==> config.mk <==
export PLATFORM = sky130hd
export DESIGN_NAME = legendre_poly_eval
export DESIGN_NICKNAME = d
export VERILOG_FILES = /design/src/rtl/core/lpe_pkg.sv /design/src/rtl/core/legendre_poly_eval.sv
export SDC_FILE = /design/constraint.sdc
export NUM_CORES = 2
export LEC_CHECK = 0
export ABC_AREA = 1
export CORE_MARGIN = 1.5
export CORE_UTILIZATION = 60
export CTS_BUF_LIST = sky130_fd_sc_hd__clkbuf_4 sky130_fd_sc_hd__clkbuf_8
export DETAILED_ROUTE_END_ITERATION = 7
export DONT_BUFFER_PORTS = 1
export GPL_TIMING_DRIVEN = 0
export PLACE_DENSITY_LB_ADDON = 0.08
export SYNTH_ARGS = -nofsm -noshare
export SYNTH_HDL_FRONTEND = slang
export SYNTH_SLANG_ARGS = --single-unit
==> constraint.sdc <==
create_clock -name clk -period 10.4 [get_ports clk]
set_input_delay 2.08 -clock clk [delete_from_list [all_inputs] [get_ports clk]]
set_output_delay 2.08 -clock clk [all_outputs]
set_load 0.005 [all_outputs]
==> src/rtl/core/lpe_pkg.sv <==
// Shared types and fixed-point constants for the Legendre polynomial evaluator.
// No dependencies; imported by rtl/core/legendre_poly_eval.sv.
`default_nettype none

package lpe_pkg;

  // Sequencer states: one recurrence step runs from ST_MUL_XL through ST_FIN.
  typedef enum logic [3:0] {
    ST_IDLE,
    ST_MUL_XL,
    ST_ROUND,
    ST_MUL_A,
    ST_MUL_B,
    ST_SUB,
    ST_MUL_D,
    ST_DIV,
    ST_FIN,
    ST_OUT
  } state_t;

  // Operand pairs fed to the shared multiplier.
  typedef enum logic [1:0] {
    MS_X_L1,
    MS_P_ODD,
    MS_L2_KM1,
    MS_L1_ODD
  } mul_sel_t;

  localparam int DEG_W      = 6;
  localparam int VAL_W      = 32;
  localparam int SLOPE_W    = 43;
  localparam int K_W        = 7;   // step index, holds up to degree + 1
  localparam int PROD_W     = 64;
  localparam int NUM_W      = 39;  // recurrence numerator before division
  localparam int DVD_W      = 40;  // divider dividend, multiple of DIV_BITS
  localparam int DIV_BITS   = 4;   // quotient bits per divider cycle
  localparam int DIV_STEPS  = DVD_W / DIV_BITS;
  localparam int DIV_CNT_W  = 4;
  localparam int IN_W       = 40;
  localparam int OUT_W      = 112;
  localparam int FRAC_W     = 30;

  localparam logic signed [VAL_W-1:0]   ONE_Q30   = 32'sh4000_0000;
  localparam logic signed [VAL_W-1:0]   NEG_ONE   = -32'sh4000_0000;
  localparam logic signed [SLOPE_W:0]   SLOPE_MAX = 44'sd2199023255552;
  localparam logic signed [SLOPE_W:0]   SLOPE_MIN = -44'sd2199023255552;
  localparam logic signed [VAL_W:0]     Q_MAX     = 33'sd2147483647;
  localparam logic signed [VAL_W:0]     Q_MIN     = -33'sd2147483648;
  localparam logic signed [PROD_W-1:0]  HALF_LSB  = 64'sd536870912;

endpackage

`default_nettype wire

==> src/rtl/core/legendre_poly_eval.sv <==
// Legendre polynomial evaluator: L_n(x), L'_n(x) and L_{n+1}(x) - L_{n-1}(x).
// Depends on rtl/core/lpe_pkg.sv.
// A step multiplies x by L_{k-1} on the shared 32x32 multiplier, rounds, forms two more products,
// subtracts, forms a fourth product, runs the 4-bit-per-cycle divider and updates; the result is then loaded.
// One item at a time: a new beat is accepted once the previous item has moved to the result registers.
// Reset (rst, synchronous, active high) returns the sequencer to idle and empties the output.
`default_nettype none

module legendre_poly_eval #(
  parameter int MAX_DEGREE = 63
) (
  input  wire logic         clk,
  input  wire logic         rst,
  // Input stream. tdata from bit 0: degree[5:0], point[31:0], zero pad.
  input  wire logic         s_tvalid,
  output logic              s_tready,
  input  wire logic [39:0]  s_tdata,
  // Result stream. tdata from bit 0: value[31:0], slope[42:0], q_value[31:0], zero pad.
  output logic              m_tvalid,
  input  wire logic         m_tready,
  output logic [111:0]      m_tdata
);

  import lpe_pkg::*;

  // Effective degree cap: the degree field cannot exceed 63 anyway.
  localparam int          DEG_CAP   = (MAX_DEGREE < 63) ? MAX_DEGREE : 63;
  localparam logic [DEG_W-1:0] DEG_CAP_L = DEG_W'(DEG_CAP);

  state_t state, state_next;
  mul_sel_t mul_sel;

  // Item operands and recurrence state.
  logic signed [VAL_W-1:0]   x;
  logic [DEG_W-1:0]          n;
  logic [K_W-1:0]            k;
  logic signed [VAL_W-1:0]   lm1, lm2;
  logic signed [SLOPE_W-1:0] dm1, dm2;

  // Step intermediates.
  logic signed [PROD_W-1:0]  prod;
  logic signed [VAL_W-1:0]   p;
  logic signed [NUM_W-1:0]   acc;
  logic signed [NUM_W-1:0]   num;
  logic                      neg;

  // Divider: dvd shifts the dividend out and the quotient in.
  logic [DVD_W-1:0]          dvd;
  logic [K_W-1:0]            rem;
  logic [DIV_CNT_W-1:0]      dcnt;

  // Result registers; they hold the beat on offer so the next item can start.
  logic signed [VAL_W-1:0]   res_value;
  logic signed [SLOPE_W-1:0] res_slope;
  logic signed [VAL_W-1:0]   res_q;
  logic                      out_valid;

  // Combinational helpers.
  logic [DEG_W-1:0]          deg_in;
  logic signed [VAL_W-1:0]   pt_in, x_in;
  logic [K_W-1:0]            km1, odd;
  logic signed [VAL_W-1:0]   mul_a, mul_b;
  logic signed [PROD_W-1:0]  mul_y;
  logic signed [PROD_W-1:0]  rnd_sum;
  logic [DVD_W-1:0]          dvd_load;
  logic [DVD_W-1:0]          dvd_step;
  logic [K_W-1:0]            rem_step;
  logic [VAL_W-1:0]          lk_mag;
  logic signed [VAL_W-1:0]   lk;
  logic signed [SLOPE_W:0]   dk_sum;
  logic signed [SLOPE_W-1:0] dk;
  logic signed [VAL_W:0]     q_diff;
  logic signed [VAL_W-1:0]   q_sat;
  logic                      last_step;
  logic                      div_done;
  logic                      in_beat;
  logic                      out_load;

  assign in_beat  = s_tvalid && s_tready;
  assign deg_in   = (s_tdata[DEG_W-1:0] > DEG_CAP_L) ? DEG_CAP_L : s_tdata[DEG_W-1:0];
  assign pt_in    = $signed(s_tdata[DEG_W +: VAL_W]);
  assign x_in     = (pt_in > ONE_Q30) ? ONE_Q30 : ((pt_in < NEG_ONE) ? NEG_ONE : pt_in);

  // k-1 is at most 63, so 2k-1 is k-1 shifted left with a one in the LSB.
  assign km1      = k - K_W'(1);
  assign odd      = {km1[K_W-2:0], 1'b1};
  assign last_step = (k == ({1'b0, n} + K_W'(1)));
  assign div_done  = (dcnt == DIV_CNT_W'(DIV_STEPS - 1));

  // A finished item moves into the result registers once they are free or
  // their beat is taken in the same cycle.
  assign out_load = (state == ST_OUT) && (!out_valid || m_tready);
  assign m_tvalid = out_valid;

  // Shared multiplier.
  always_comb begin
    case (mul_sel)
      MS_X_L1: begin
        mul_a = x;
        mul_b = lm1;
      end
      MS_P_ODD: begin
        mul_a = p;
        mul_b = $signed({{(VAL_W-K_W){1'b0}}, odd});
      end
      MS_L2_KM1: begin
        mul_a = lm2;
        mul_b = $signed({{(VAL_W-K_W){1'b0}}, km1});
      end
      MS_L1_ODD: begin
        mul_a = lm1;
        mul_b = $signed({{(VAL_W-K_W){1'b0}}, odd});
      end
      default: begin
        mul_a = x;
        mul_b = lm1;
      end
    endcase
  end

  assign mul_y = mul_a * mul_b;

  // Round x*L to Q1.30, ties away from zero: negative values add one less.
  assign rnd_sum = prod + HALF_LSB - (prod[PROD_W-1] ? 64'sd1 : 64'sd0);

  // Divider load: |num| + floor(k/2), both signs in one adder each.
  always_comb begin
    if (num[NUM_W-1]) begin
      dvd_load = DVD_W'(k >> 1) - DVD_W'(num);
    end else begin
      dvd_load = DVD_W'(num) + DVD_W'(k >> 1);
    end
  end

  // Four restoring division steps; the partial remainder stays below k.
  always_comb begin
    logic [K_W:0] trial;
    dvd_step = dvd;
    rem_step = rem;
    for (int i = 0; i < DIV_BITS; i++) begin
      trial = {rem_step, dvd_step[DVD_W-1]};
      if (trial >= {1'b0, k}) begin
        rem_step = K_W'(trial - {1'b0, k});
        dvd_step = {dvd_step[DVD_W-2:0], 1'b1};
      end else begin
        rem_step = trial[K_W-1:0];
        dvd_step = {dvd_step[DVD_W-2:0], 1'b0};
      end
    end
  end

  // New value: saturate the quotient magnitude, then restore the sign.
  assign lk_mag = (dvd > DVD_W'(ONE_Q30)) ? VAL_W'(ONE_Q30) : dvd[VAL_W-1:0];
  assign lk     = neg ? -$signed(lk_mag) : $signed(lk_mag);

  // Derivative step, prod holds (2k-1)*L_{k-1} at this point.
  assign dk_sum = $signed({dm2[SLOPE_W-1], dm2}) + $signed(prod[SLOPE_W:0]);
  assign dk = (dk_sum > SLOPE_MAX) ? SLOPE_W'(SLOPE_MAX) :
              ((dk_sum < SLOPE_MIN) ? SLOPE_W'(SLOPE_MIN) : dk_sum[SLOPE_W-1:0]);

  // Final difference L_{n+1} - L_{n-1}, saturated to the 32-bit range.
  assign q_diff = $signed({lk[VAL_W-1], lk}) - $signed({lm2[VAL_W-1], lm2});
  assign q_sat  = (q_diff > Q_MAX) ? VAL_W'(Q_MAX) :
                  ((q_diff < Q_MIN) ? VAL_W'(Q_MIN) : q_diff[VAL_W-1:0]);

  // Sequencer state register.
  always_ff @(posedge clk) begin
    if (rst) begin
      state <= ST_IDLE;
    end else begin
      state <= state_next;
    end
  end

  // Next-state logic.
  always_comb begin
    state_next = state;
    case (state)
      ST_IDLE: begin
        if (in_beat) begin
          state_next = (deg_in == '0) ? ST_OUT : ST_MUL_XL;
        end
      end
      ST_MUL_XL: state_next = ST_ROUND;
      ST_ROUND:  state_next = ST_MUL_A;
      ST_MUL_A:  state_next = ST_MUL_B;
      ST_MUL_B:  state_next = ST_SUB;
      ST_SUB:    state_next = ST_MUL_D;
      ST_MUL_D:  state_next = ST_DIV;
      ST_DIV: begin
        if (div_done) begin
          state_next = ST_FIN;
        end
      end
      ST_FIN: begin
        state_next = last_step ? ST_OUT : ST_MUL_XL;
      end
      ST_OUT: begin
        if (out_load) begin
          state_next = ST_IDLE;
        end
      end
      default: state_next = ST_IDLE;
    endcase
  end

  // Outputs of the sequencer: input handshake and multiplier operand choice.
  always_comb begin
    s_tready = 1'b0;
    mul_sel  = MS_X_L1;
    case (state)
      ST_IDLE:   s_tready = 1'b1;
      ST_MUL_XL: mul_sel  = MS_X_L1;
      ST_MUL_A:  mul_sel  = MS_P_ODD;
      ST_MUL_B:  mul_sel  = MS_L2_KM1;
      ST_MUL_D:  mul_sel  = MS_L1_ODD;
      default: begin
        s_tready = 1'b0;
        mul_sel  = MS_X_L1;
      end
    endcase
  end

  // Result beat valid flag.
  always_ff @(posedge clk) begin
    if (rst) begin
      out_valid <= 1'b0;
    end else if (out_load) begin
      out_valid <= 1'b1;
    end else if (m_tready) begin
      out_valid <= 1'b0;
    end
  end

  // Datapath registers.
  always_ff @(posedge clk) begin
    if (rst) begin
      dcnt <= '0;
    end else begin
      case (state)
        ST_IDLE: begin
          if (in_beat) begin
            x   <= x_in;
            n   <= deg_in;
            k   <= K_W'(2);
            lm2 <= ONE_Q30;
            lm1 <= x_in;
            dm2 <= '0;
            dm1 <= SLOPE_W'(ONE_Q30);
          end
        end
        ST_MUL_XL: prod <= mul_y;
        ST_ROUND:  p    <= VAL_W'(rnd_sum >>> FRAC_W);
        ST_MUL_A:  acc  <= NUM_W'(mul_y);
        ST_MUL_B:  prod <= mul_y;
        ST_SUB:    num  <= acc - NUM_W'(prod);
        ST_MUL_D: begin
          prod <= mul_y;
          dvd  <= dvd_load;
          neg  <= num[NUM_W-1];
          rem  <= '0;
          dcnt <= '0;
        end
        ST_DIV: begin
          dvd  <= dvd_step;
          rem  <= rem_step;
          dcnt <= dcnt + DIV_CNT_W'(1);
        end
        ST_FIN: begin
          // The extra step only serves q; L and L' stay at degree n.
          if (!last_step) begin
            lm2 <= lm1;
            lm1 <= lk;
            dm2 <= dm1;
            dm1 <= dk;
            k   <= k + K_W'(1);
          end
        end
        ST_OUT: begin
          // lk and lm2 still hold the extra step, so q_sat is valid here.
          if (out_load) begin
            if (n == '0) begin
              // Degree zero is the constant polynomial.
              res_value <= ONE_Q30;
              res_slope <= '0;
              res_q     <= '0;
            end else begin
              res_value <= lm1;
              res_slope <= dm1;
              res_q     <= q_sat;
            end
          end
        end
        default: begin
        end
      endcase
    end
  end

  assign m_tdata = {{(OUT_W - 2*VAL_W - SLOPE_W){1'b0}}, res_q, res_slope, res_value};

endmodule

`default_nettype wire

==> results.tsv <==
metric	value	unit
worst_ep_required_time	10.84	ns
die_x	349	um
synth_top_cell_by_area	fa_1	
dieArea	0.122	sq mm
final-hold-violation-count	0	
synthDistinctLibCells	66	
initial_core_util	60.7	%
clk_pin_slew_worst_paths	0.07	ns
cts.sink_count	532	
cts_hold_buffers	0	
path_class	reg -> reg	
slew_viol_final	11	
track_usage	42.7	%
multi_input_area	0.0482	sq mm
worst_path_largest_cell_delay	0.77	ns
seqCellArea	0.0159	sq mm
synth-seq-cells	532	
hp-start	dcnt[3]	
dpl_cell_area	0.0745	sq mm
num_vias	61900	
startpoint	state[0]	
rsz0062_at_grt	false	
synthesis.yosys.warnings	0	
core_area	0.119	sq mm
outcome	complete, but fails checks	
synthesis.area	0.0720	sq mm
filler_cell_count	10400	
final-setup-viol-count	0	
critPathMaxFanout	10	
placement.io_buffers	0	
finalWeightedCongestion	1.09	
timing_worst_slew_pin_value	1.51	ns
wire_length_of_the_first_global_routing_pass	381000	um
worstPathBufferInverterCount	8	
crit_path_start_kind	register	
min_path_cells	1	
timing.slew.headroom	-0.927	%
area.growth.synth_to_final	6.63	%
synth-edff-count	523	
cts_root_buf	clkbuf_8	
clkLatencyLatePin	0.75	ns
critical-path-top-cell-by-count	fa_1	
place_hpwl	219000	um
reg2reg_setup_slack	0.23	ns
dr.first_iter.drc_count	6787	
drive_above_1_share	4.41	%
layout_min_cycle_time	10.17	ns
ranking_of_synthesized_cells_by_area	fa_1, edfxtp_1, inv_1	
violated_checks	capacitance limit, slew limit	
ios	158	
cp-end-kind	register	
fmax	98.3	MHz
clk_path_buf_depth	3	
ant_nets_after_route	0	
worstRegToRegCells	31	
worst_r2r_startpoint	state[0]	
tritoncts_clock_tree	done	
synth_area_per_cell	8.26	sq um
route.final.wire_length	257000	um
residual_drc_count	0	
holdCritPathClass	reg -> reg	
post-route-period-util	97.8	%
sum_of_negative_setup_slack	0	ns
routedWlPerCell	24.4	um
overflow	0	
finalInstanceArea	0.0768	sq mm
routed_vias_inst	5.88	
yosys.cell_count.top_type	inv_1	
grt_antenna_before_repair	15	
cap_viol_max_count	1	
clock_tree.htree_level_count	3	
rows	126	
synthDominantCellAreaShare	30.3	%
hold-path-endpoint	dcnt[3]	
worstReg2RegEnd	prod[56]	
cts_made_buffers	85	
cell_count_after_synthesis	8713	
synth_ff_type	edfxtp_1	
nets	10400	
asyncSetResetFlopFracSynth	0	%
maximum_clock_skew_at_final_layout	0.0490	ns
grt_start_max_net_pins	87	
critPathArrivalTime	10.61	ns
synth-seq-area-share	22.1	%
synth_commonest_cells	inv_1, nand2_1, nor2_1, fa_1, edfxtp_1	
height_of_the_chip	349	um
drt_first_pass_iters	6	
slowest_stage	fa_1	
first_global_vias	61100	
critical_path.top_delay_family	adder cells	
[how the worst max path moves through the flow]
stage,slack (ns),end,cells past startpoint
final,0.23,prod[56],31
after floorplan,1.60,prod[61],31
after CTS,0.02,acc[36],31
after detailed placement,-0.88,acc[36],31
after global routing,0.002,prod[56],33
after global placement,-0.84,acc[36],31
[flip-flops by register name (all words and copies together) (netlist names)]
signal     cells
dm1           43
res_value     32
rem            7
x             32
res_slope     43
res_q         32
lm1           32
dcnt           4
state          4
num           39
acc           39
neg            1
k              7
m_tvalid       1
dm2           43
p             32
prod          63
dvd           40
n              6
lm2           32
[through the flow]
stage               std cells  setup slack [ns]  utilization [%]  hold WS, ns
floorplan                8717              1.60                -        0.430
global placement        10300            -0.842             62.4        0.455
detailed placement      10300            -0.880             62.8        0.468
CTS                     10500            0.0212             64.5        0.475
global route            10500           0.00223             64.7        0.482
finish                  10500             0.229             64.8        0.474
[cells in the final DEF, fill, tap and decap left out, drive strengths merged, types with 9 or more instances in the layout]
cell / instances
inv: 1901
nor2: 1166
dfxtp: 9
edfxtp: 523
o21a: 17
diode: 16
nand4: 75
a21o: 28
nor4: 36
nor3: 51
nand2: 1782
buf: 88
a21boi: 9
ha: 399
a21oi: 346
o21ai: 319
xor2: 184
xnor2: 94
nand3: 216
nand3b: 20
clkbuf: 298
bufinv: 11
o21bai: 28
clkinv: 42
o211ai: 12
o2111ai: 33
fa: 1090
a31oi: 56
[repair_timing]
item / 4_1_cts / 5_1_grt
setup endpoints to repair: 39 / 37
pin swaps: 1 / 3
setup buffers: 3 / 19
resized for setup: 40 / 94
[cell families after synthesis]
family          Yosys count  synth area share, %
compound gates          893                 7.06
xor+xnor                278                 3.40
fa+ha+maj              1489                 37.2
buf+inv                2150                 11.3
flops                   532                 22.1
mux                       1               0.0139
other cells               1              0.00521
simple gates           3369                 18.9
[metal layers]
| metal | up-vias | GRT usage (%) | share of wire (%) |
|---|---|---|---|
| met2 | 3874 | 63.2 | 43 |
| met1 | 30200 | 57.4 | 38 |
| met5 | - | 0 | 0.038 |
| met3 | 721 | 14.2 | 14 |
| li1 | 27100 | - | - |
| met4 | 16 | 18.8 | 5.4 |
[layout make-up]
cell class,instances,share of cell area [%]
flip-flops and latches,532,20.7
repair buffers,48,0.720
clock inverters,47,0.688
multi-input cells,6035,62.8
inverters,1914,9.39
plain buffers,234,1.32
diodes,16,0.0521
clock buffers,104,1.72
well taps,1600,2.61
Power is left out: the tool's default activity adds up to more than one toggle a clock period on the data nets, which glitch-free logic cannot reach.
